--- config.mk ---
export PLATFORM = sky130hd
export DESIGN_NAME = bounded_sequential_list
export DESIGN_NICKNAME = d
export VERILOG_FILES = /design/src/design/bsl_pkg.sv /design/src/design/bsl_cell.sv /design/src/design/bounded_sequential_list.sv
export VERILOG_INCLUDE_DIRS = /design/src /design/src/design
export SDC_FILE = /design/constraint.sdc
export NUM_CORES = 2
export LEC_CHECK = 0
export BUFFER_PORTS_ARGS = -buffer_cell sky130_fd_sc_hd__buf_2
export CAP_MARGIN = 10
export CORE_ASPECT_RATIO = 0.8
export CORE_UTILIZATION = 40
export CTS_CLUSTER_DIAMETER = 200
export DETAILED_ROUTE_END_ITERATION = 6
export GPL_TIMING_DRIVEN = 1
export HOLD_SLACK_MARGIN = 0.15
export REMOVE_ABC_BUFFERS = 1
export SETUP_SLACK_MARGIN = 0.5
export SYNTH_ARGS = -nofsm -noshare
export SYNTH_HDL_FRONTEND = slang
export SYNTH_SLANG_ARGS = --single-unit
--- constraint.sdc ---
create_clock -name clk_i -period 6.4 [get_ports clk_i]
set_input_delay 0.32 -clock clk_i [delete_from_list [all_inputs] [get_ports clk_i]]
set_output_delay 0.32 -clock clk_i [all_outputs]
set_load 0.01 [all_outputs]
--- src/design/bounded_sequential_list_defines.svh ---
// Assertion macros used by the bounded sequential list top module.
`ifndef BOUNDED_SEQUENTIAL_LIST_DEFINES_SVH
`define BOUNDED_SEQUENTIAL_LIST_DEFINES_SVH

// Same-cycle implication, sampled on clk_i and disabled during reset.
`define BSL_ASSERT_IMP(lbl, ante, cons) \
  lbl: assert property (@(posedge clk_i) disable iff (!rst_ni) (ante) |-> (cons)) \
    else $error("same-cycle check failed");

// Next-cycle implication, sampled on clk_i and disabled during reset.
`define BSL_ASSERT_NXT(lbl, ante, cons) \
  lbl: assert property (@(posedge clk_i) disable iff (!rst_ni) (ante) |=> (cons)) \
    else $error("next-cycle check failed");

`endif

--- src/design/bsl_pkg.sv ---
// Package with the constants and types of the bounded sequential list.
package bsl_pkg;

  localparam int unsigned Capacity = 32;
  localparam int unsigned CntW     = $clog2(Capacity);
  localparam int unsigned DataW    = 32;
  localparam int unsigned CountW   = 5;

  typedef enum logic [2:0] {
    OpInsFront = 3'd0,
    OpInsBack  = 3'd1,
    OpRemFront = 3'd2,
    OpRemBack  = 3'd3,
    OpSearch   = 3'd4
  } op_e;

  typedef enum logic [1:0] {
    StIdle,
    StReduce,
    StRespond
  } state_e;

  // Per-cell load and compare strobes.
  typedef struct packed {
    logic load_value;
    logic load_left;
    logic load_right;
    logic compare;
  } cell_ctrl_t;

endpackage

--- src/design/bsl_cell.sv ---
// One storage cell of the list: holds an entry and compares it on search.
module bsl_cell (
  input  logic                        clk_i,
  input  logic                        rst_ni,
  input  bsl_pkg::cell_ctrl_t         ctrl_i,
  input  logic [bsl_pkg::DataW-1:0]   value_i,
  input  logic [bsl_pkg::DataW-1:0]   left_i,
  input  logic [bsl_pkg::DataW-1:0]   right_i,
  output logic [bsl_pkg::DataW-1:0]   entry_o,
  output logic                        match_o
);
  import bsl_pkg::*;

  logic [DataW-1:0] entry_q;
  logic             match_q;

  always_ff @(posedge clk_i) begin
    if (ctrl_i.load_value) begin
      entry_q <= value_i;
    end else if (ctrl_i.load_left) begin
      entry_q <= left_i;
    end else if (ctrl_i.load_right) begin
      entry_q <= right_i;
    end
  end

  // The match uses the entry as stored before this request.
  always_ff @(posedge clk_i or negedge rst_ni) begin
    if (!rst_ni) begin
      match_q <= 1'b0;
    end else begin
      match_q <= ctrl_i.compare && (entry_q == value_i);
    end
  end

  assign entry_o = entry_q;
  assign match_o = match_q;

endmodule

--- src/design/bounded_sequential_list.sv ---
// A request is accepted in StIdle; the cells register their match bits, StReduce
// registers their OR into found, and StRespond shows the result until out_ready_i
// takes it, so no new request is accepted before then. Shifts happen in all cells at
// once, and a back insert loads only the cell at the count, both in the accept cycle.
// Reset clears the count and the handshake state; entry contents stay undefined.
module bounded_sequential_list (
  input  logic                      clk_i,
  input  logic                      rst_ni,
  input  logic                      in_valid_i,
  output logic                      in_ready_o,
  input  logic [2:0]                operation_i,
  input  logic signed [31:0]        value_i,
  output logic                      out_valid_o,
  input  logic                      out_ready_i,
  output logic                      ok_o,
  output logic                      found_o,
  output logic [4:0]                count_o
);
  import bsl_pkg::*;
  `include "bounded_sequential_list_defines.svh"

  state_e state_q, state_d;
  logic [CntW-1:0] count_q, count_d;
  logic ok_q, ok_d;
  logic found_q;

  logic accept;
  logic not_full;
  logic not_empty;
  logic ins_front_go, ins_back_go, rem_front_go, search_go;

  logic [DataW-1:0] entry  [Capacity];
  logic [Capacity-1:0] match;
  cell_ctrl_t ctrl [Capacity];

  logic [CntW+CountW-1:0] count_ext;

  assign accept    = in_valid_i && in_ready_o;
  assign not_full  = count_q < CntW'(Capacity - 1);
  assign not_empty = count_q != '0;

  always_comb begin
    count_d      = count_q;
    ok_d         = 1'b0;
    ins_front_go = 1'b0;
    ins_back_go  = 1'b0;
    rem_front_go = 1'b0;
    search_go    = 1'b0;
    if (accept) begin
      case (op_e'(operation_i))
        OpInsFront: begin
          if (not_full) begin
            ins_front_go = 1'b1;
            count_d      = count_q + CntW'(1);
            ok_d         = 1'b1;
          end
        end
        OpInsBack: begin
          if (not_full) begin
            ins_back_go = 1'b1;
            count_d     = count_q + CntW'(1);
            ok_d        = 1'b1;
          end
        end
        OpRemFront: begin
          if (not_empty) begin
            rem_front_go = 1'b1;
            count_d      = count_q - CntW'(1);
            ok_d         = 1'b1;
          end
        end
        OpRemBack: begin
          if (not_empty) begin
            count_d = count_q - CntW'(1);
            ok_d    = 1'b1;
          end
        end
        OpSearch: begin
          search_go = 1'b1;
          ok_d      = 1'b1;
        end
        default: begin
          ok_d = 1'b0;
        end
      endcase
    end
  end

  // Cell 0 takes the new value on a front insert; the last cell keeps its own entry
  // on a front remove.
  for (genvar i = 0; i < Capacity; i++) begin : g_cell
    logic [DataW-1:0] left, right;

    if (i == 0) begin : g_first
      assign left = value_i;
    end else begin : g_left
      assign left = entry[i-1];
    end
    if (i == Capacity - 1) begin : g_last
      assign right = entry[i];
    end else begin : g_right
      assign right = entry[i+1];
    end

    assign ctrl[i].load_value = ins_back_go && (count_q == CntW'(i));
    assign ctrl[i].load_left  = ins_front_go;
    assign ctrl[i].load_right = rem_front_go;
    assign ctrl[i].compare    = search_go && (CntW'(i) < count_q);

    bsl_cell u_cell (
      .clk_i   (clk_i),
      .rst_ni  (rst_ni),
      .ctrl_i  (ctrl[i]),
      .value_i (value_i),
      .left_i  (left),
      .right_i (right),
      .entry_o (entry[i]),
      .match_o (match[i])
    );
  end

  always_comb begin
    state_d = state_q;
    case (state_q)
      StIdle: begin
        if (accept) begin
          state_d = StReduce;
        end
      end
      StReduce: begin
        state_d = StRespond;
      end
      StRespond: begin
        if (out_ready_i) begin
          state_d = StIdle;
        end
      end
      default: begin
        state_d = StIdle;
      end
    endcase
  end

  always_comb begin
    in_ready_o  = 1'b0;
    out_valid_o = 1'b0;
    case (state_q)
      StIdle:    in_ready_o  = 1'b1;
      StRespond: out_valid_o = 1'b1;
      default: begin
        in_ready_o  = 1'b0;
        out_valid_o = 1'b0;
      end
    endcase
  end

  always_ff @(posedge clk_i or negedge rst_ni) begin
    if (!rst_ni) begin
      state_q <= StIdle;
      count_q <= '0;
      ok_q    <= 1'b0;
      found_q <= 1'b0;
    end else begin
      state_q <= state_d;
      count_q <= count_d;
      if (accept) begin
        ok_q <= ok_d;
      end
      if (state_q == StReduce) begin
        found_q <= |match;
      end
    end
  end

  assign count_ext = {{CountW{1'b0}}, count_q};
  assign ok_o      = ok_q;
  assign found_o   = found_q;
  assign count_o   = count_ext[CountW-1:0];

  `BSL_ASSERT_IMP(a_found_implies_ok, out_valid_o && found_o, ok_o)
  `BSL_ASSERT_IMP(a_no_accept_while_busy, out_valid_o, !in_ready_o)
  `BSL_ASSERT_NXT(a_reject_keeps_count, accept && !ok_d, count_q == $past(count_q))
  `BSL_ASSERT_NXT(a_front_insert_counts,
                  ins_front_go, count_q == $past(count_q) + CntW'(1))
  `BSL_ASSERT_NXT(a_result_after_reduce, state_q == StReduce, out_valid_o)

endmodule

# After elaboration in Yosys (flattened, before gate mapping)
# Cells that the tools add are included.
# W data, S select, Z words.
# word_totals
output_inout_bits	9
word_cells	429
register_bits	1065
# op_classes
n_reduce_logical	139
mux	114
magnitude_cmp	33
addsub	2
n_eq_ne	73
# op_table
operator	count
$mux W32	95
$eq A32 B32 Y1	32
$logic_and A1 B1 Y1	97
$reduce_bool A3 Y1	31
$eq A5 B5 Y1 const B	16
$lt A5 B5 Y1 const A	16
$eq A5 B4 Y1 const B	8
$lt A4 B5 Y1 const A	8
$reduce_or A32 Y1	1
$eq A5 B3 Y1 const B	4
$lt A3 B5 Y1 const A	4
$mux W1	12
$eq A5 B2 Y1 const B	2
$lt A1 B5 Y1 const A	2
$lt A2 B5 Y1 const A	2
$mux W5	2
$pmux W5 S2	1
$eq A3 B2 Y1 const B	2
$pmux W2 S3	1
$add A5 B1 Y5 const B	1
$eq A5 B1 Y1 const B	1
$logic_not A5 Y1	1
$lt A5 B5 Y1 const B	1
$reduce_bool A5 Y1	1
15 further kinds	20

# Longest topological paths before layout
# depth
ltp_word	7
ltp_mapped	13
ltp_nobuf	9

# Modules after synthesis
# From an unflattened synthesis, not the netlist that was laid out.
# unflattened
hier_cells	6104
hier_area_um2	65313.9
# by_module_without_submodules
module	seq_area_each_um2	instances	area_each_um2	cells_per_inst
bsl_cell	985.9	32	2003.2	185
bounded_sequential_list	225.2	1	1212.4	184

# Worst setup path before layout
# Ideal clock, no wire load.
# synth_path
kind	flip-flop to flip-flop
startpoint	reg count_q[1], in the netlist count_o[1]
endpoint	reg g_cell[0].u_cell.entry_q[0], enable pin
required_ns	5.964
arrival_time_ns	3.348
path_buffers	1
setup_time_ns	0.436
period_less_slack_ns	3.784
path_slack_ns	2.616
stages_incl_launch_ff	9
cell_sequence	dfrtp_1 -> ha_1 -> nand2_1 -> nor2_1 -> ha_1 -> nor4b_4 -> buf_4 -> nand2_1 -> a22oi_1
# synth_via
elab_chain_cells	6
elab_cells_between_ends	13
cone_classes	order compare (1); mux (8); reduce/logical (4)
# synth_lines
element	line_no	source
from (decl)	bounded_sequential_list.sv:23	logic [CntW-1:0] count_q, count_d;
from (signal assigned)	bounded_sequential_list.sv:165	count_q <= count_d;
$lt A5 B5 Y1	bounded_sequential_list.sv:39	assign not_full = count_q < CntW'(Capacity - 1);
$mux W1	bounded_sequential_list.sv:52, bounded_sequential_list.sv:59	
$mux W1	bounded_sequential_list.sv:50	case (op_e'(operation_i))
$mux W1	bounded_sequential_list.sv:49	if (accept) begin
$logic_and A1 B1 Y1	bounded_sequential_list.sv:105	assign ctrl[i].load_value = ins_back_go && (count_q == CntW'(i));
$reduce_bool A3 Y1 (no source line) (*)	-	
to (signal assigned)	bsl_cell.sv:19	entry_q <= value_i;
to (signal assigned)	bsl_cell.sv:21	entry_q <= left_i;
to (signal assigned)	bsl_cell.sv:23	entry_q <= right_i;
to (decl)	bsl_cell.sv:14	logic [DataW-1:0] entry_q;
# Mark *: on every way between the ends. The rest lies on a longest branch, timed or not.
# A chain may end at the register's enable or synchronous reset.

# Worst setup path after layout
# layout_path
startpoint	reg count_q[0], in the netlist count_o[0]
endpoint	reg g_cell[5].u_cell.entry_q[12] (data pin)
# layout_via
elab_chain_cells	6
elab_cells_between_ends	10
cone_classes	order compare (1); eq/ne (1); mux (7); reduce/logical (1)
# layout_lines
element	line_no	source
$lt A5 B5 Y1	bounded_sequential_list.sv:39	
$mux W1	bounded_sequential_list.sv:52, bounded_sequential_list.sv:59	
$mux W1	bounded_sequential_list.sv:50	
$mux W1	bounded_sequential_list.sv:49	
$mux W32 / $logic_and A1 B1 Y1 (equally long branches)	bsl_cell.sv:20, bounded_sequential_list.sv:105	
$mux W32 (*)	bsl_cell.sv:18	if (ctrl_i.load_value) begin
to (signal assigned)	bsl_cell.sv:19	
to (signal assigned)	bsl_cell.sv:21	
to (signal assigned)	bsl_cell.sv:23	
to (decl)	bsl_cell.sv:14	
# Marks and branches as above.

==> flow_metrics.py <==
metrics = {
    "floorplan": {
        "ios": 48,
        "core_um2": 160000,
        "fp.dieH_um": 363,
        "start_util": 0.405,
        "num_rows": 131,
        "die_w_um": 453,
        "die-area_um2": 164000,
    },
    "sta": {
        "skew_ps": 30.9,
        "period_share": 0.740,
        "max_freq_mhz": 211,
        "finalHoldViolCount": 0,
        "finalSetupViolCount": 0,
        "worst_slew_pin_slew_ps": 1190,
        "relSlewSlack": 0.203,
        "fin_ws_ps": 1660,
        "fin_crit_ps": 4740,
        "totalNegativeSetupSlack_ps": 0,
        "grt_setup_unrepaired": "no",
        "slew_violations": 0,
        "holdWs_ps": 196,
    },
    "yosys": {
        "synth_flop_cell": "edfxtp_1",
        "synth_edf_count": 1024,
        "yosysWarnings": 0,
        "seq_area_frac_synth": 0.488,
        "syn_avg_cell_area_um2": 9.91,
        "syn_inst": 6561,
        "synth_cell_type_count": 54,
        "synthArstFlopShare": 0.0376,
        "netlist_area_um2": 65000,
        "ys_ff_latch": 1064,
    },
    "cts": {
        "cts_resized": 0,
        "post_cts_buffers": 0,
        "cts.root.buffer_cell": "clkbuf_16",
        "cts_made_buffers": 114,
        "clkTransAtPathRegs_ps": 70,
        "cts_buffer_depth": 3,
        "clk_latency_ps": 780,
        "cts_sinks": 1064,
        "hold_buffers": 15,
        "h-tree-depth": 3,
        "cts_tree": "built",
    },
    "finish": {
        "regArea_um2": 31800,
        "fillers": 15100,
        "final_cell_mix": "1,416 x nand2_1, 1,024 x edfxtp_1, 817 x xor2_1",
        "nets": 6345,
        "syn_to_final_growth_pct": 8.65,
        "drive_gt1_frac": 0.123,
        "fin_cells": 8531,
        "multi_input_area_um2": 30600,
        "final_common_cell": "nand2_1",
    },
    "placed_design": {
        "port_buffers": 47,
        "dp_slack_ps": 1850,
        "globalplace.congestion": 0.978,
        "dp_hpwl_um": 173000,
        "placed_cells": 8296,
    },
    "power_and_ir_drop": {
        "internal_power_mw": 13.1,
        "peakVddDrop_mv": 0.221,
        "clock_power_share": 0.353,
        "power_frac_seq": 0.476,
        "switching_power_mw": 5.89,
        "p_total_mw": 19.0,
        "p_per_area_nw_per_um2": 269,
        "swShare": 0.310,
        "leakage_nw": 25.4,
        "comb_power_share": 0.171,
    },
    "worst_setup_path": {
        "reg2reg_setup_slack_ps": 1660,
        "worstPathRequired_ps": 7000,
        "slowest_delay_ps": 630,
        "start_kind": "flop",
        "critPathKind": "flop to flop",
        "worstPathArrival_ps": 5340,
        "cp_cell_sequence": "ha_1, nand2_1, nor2_1, ha_1, or4b_4, or3_4, inv_16, buf_4, buf_4, nand2_1, a31oi_1",
        "crit_fanout": 183,
        "slowest_stage": "inv_16",
        "end_kind": "flop",
    },
    "global_routing": {
        "first_global_vias": 47700,
        "grtUsageMet1": 0.460,
        "grt_max_degree": 210,
        "grt_use_total": 0.293,
        "overflow": 0,
        "grt_busiest_layer": "met1",
        "grt_use_met2": 0.377,
        "use_met3": 0.0916,
        "antenna_found_initial": 8,
        "grt_pass1_wl_um": 351000,
    },
    "route": {
        "ant_nets": 0,
        "dr.pass1.iters": 7,
        "num_vias": 52600,
        "viasPerCell": 6.17,
        "drc": 0,
        "avgRoutedWirePerCell_um": 28.9,
        "drt-initial-drc-count": 9871,
        "totalWireLength_um": 247000,
    },
    "flow_run": {
        "cap_viol_max_count": 0,
    },
    "run_status": {
        "outcome": "finished clean",
    },
    "hold_path": {
        "min_path_type": "input port to asynchronous set/reset pin",
    },
}
[per-layer routing]
metal	vias to the layer above	wire length [um]
met5	-	27
met2	3966	94200
met1	25700	107000
met4	4	6230
li1	22600	-
met3	362	39200
[cell type report]
type / instances / area share
Timing Repair Buffer: 236 / 0.0277
Inverter: 9 / 0.000708
Multi-Input combinational cell: 4874 / 0.433
Tap cell: 2128 / 0.0377
Clock inverter: 48 / 0.00524
Antenna cell: 4 / 0.000142
Sequential cell: 1064 / 0.449
Clock buffer: 168 / 0.0461
[metrics by stage]
step / instance area (um2) / util
final: 70700 / 0.440
after global routing: 70600 / 0.440
after CTS: 70600 / 0.440
after detailed placement: 66900 / 0.417
after global placement: 66900 / 0.417
after floorplan: 62300 / -
[critical path, delay by kind of cell (launching register included)]
family | cells | cell delay [ps]
buffers and inverters | 3 | 1520
and+or+nand+nor | 5 | 1510
adders and majority gates | 2 | 580
DFF | 1 | 570
AOI/OAI and AO/OA | 1 | 180
[cells in the mapped netlist, types with 2 or more instances]
cell type / number / share of area
nand2_1: 1417 / 0.082
edfxtp_1: 1024 / 0.47
xor2_1: 817 / 0.11
nor2_1: 586 / 0.034
a31oi_1: 576 / 0.055
clkbuf_1: 441 / 0.025
mux2_2: 379 / 0.066
mux2i_1: 226 / 0.035
nor4_1: 223 / 0.021
xnor2_1: 179 / 0.024
o21ai_0: 140 / 0.011
nand4_1: 107 / 0.010
o21ai_1: 93 / 0.0072
buf_4: 58 / 0.0067
buf_1: 51 / 0.0029
buf_2: 48 / 0.0037
dfrtp_1: 40 / 0.015
nor3_1: 30 / 0.0023
nand2b_1: 16 / 0.0015
nand3_1: 16 / 0.0012
buf_6: 11 / 0.0019
and3_1: 9 / 0.00087
inv_1: 8 / 0.00046
a2111oi_0: 7 / 0.00094
a21oi_1: 7 / 0.00054
ha_1: 7 / 0.0013
and4_1: 5 / 0.00067
buf_8: 5 / 0.0012
and3b_1: 3 / 0.00040
nor2b_1: 3 / 0.00029
or4b_2: 3 / 0.00046
a22oi_1: 2 / 0.00023
and2_1: 2 / 0.00019
o2111ai_1: 2 / 0.00027
[path summary, 6_finish.rpt]
| check | startpoint | endpoint | depth (start not counted) |
|---|---|---|---|
| max in group asynchronous | rst_ni | g_cell[15].u_cell.match_o | 3 |
| hold reg to reg | g_cell[30].u_cell.entry_o[1] | g_cell[31].u_cell.entry_o[1] | 0 |
| min in group clk_i | value_i[6] | g_cell[17].u_cell.entry_o[6] | 3 |
| setup reg to reg | count_o[0] | g_cell[5].u_cell.entry_o[12] | 11 |
| hold / removal | rst_ni | g_cell[30].u_cell.match_o | 3 |
| setup / recovery | count_o[0] | g_cell[5].u_cell.entry_o[12] | 11 |
[power by group through the flow]
stage / clock (mW) / sequential (mW) / combinational [mW]
2_1_floorplan: 0 / 8.86 / 1.98
3_3_place_gp: 0 / 9.15 / 3.07
3_5_place_dp: 0 / 9.15 / 3.13
4_1_cts: 6.73 / 9.00 / 3.15
5_1_grt: 6.97 / 9.06 / 3.42
6_report: 6.72 / 9.05 / 3.24
[kinds of logic after synthesis]
family / Yosys count / synth area share
AO/OA/AOI/OAI: 833 / 0.0761
XOR/XNOR: 996 / 0.134
adder cells (fa/ha/maj): 7 / 0.00135
buffers and inverters: 623 / 0.0424
flip-flops: 1064 / 0.488
multiplexers: 605 / 0.100
AND/OR/NAND/NOR: 2433 / 0.157
[flip-flops by register name, summed over array words and instances (netlist names)]
signal and flops:
count_o 5, g_cell.u_cell.match_o 31, g_cell.u_cell.entry_o 1024, state_q 2
found_o 1, ok_o 1
(Power assumes the default switching activity.)
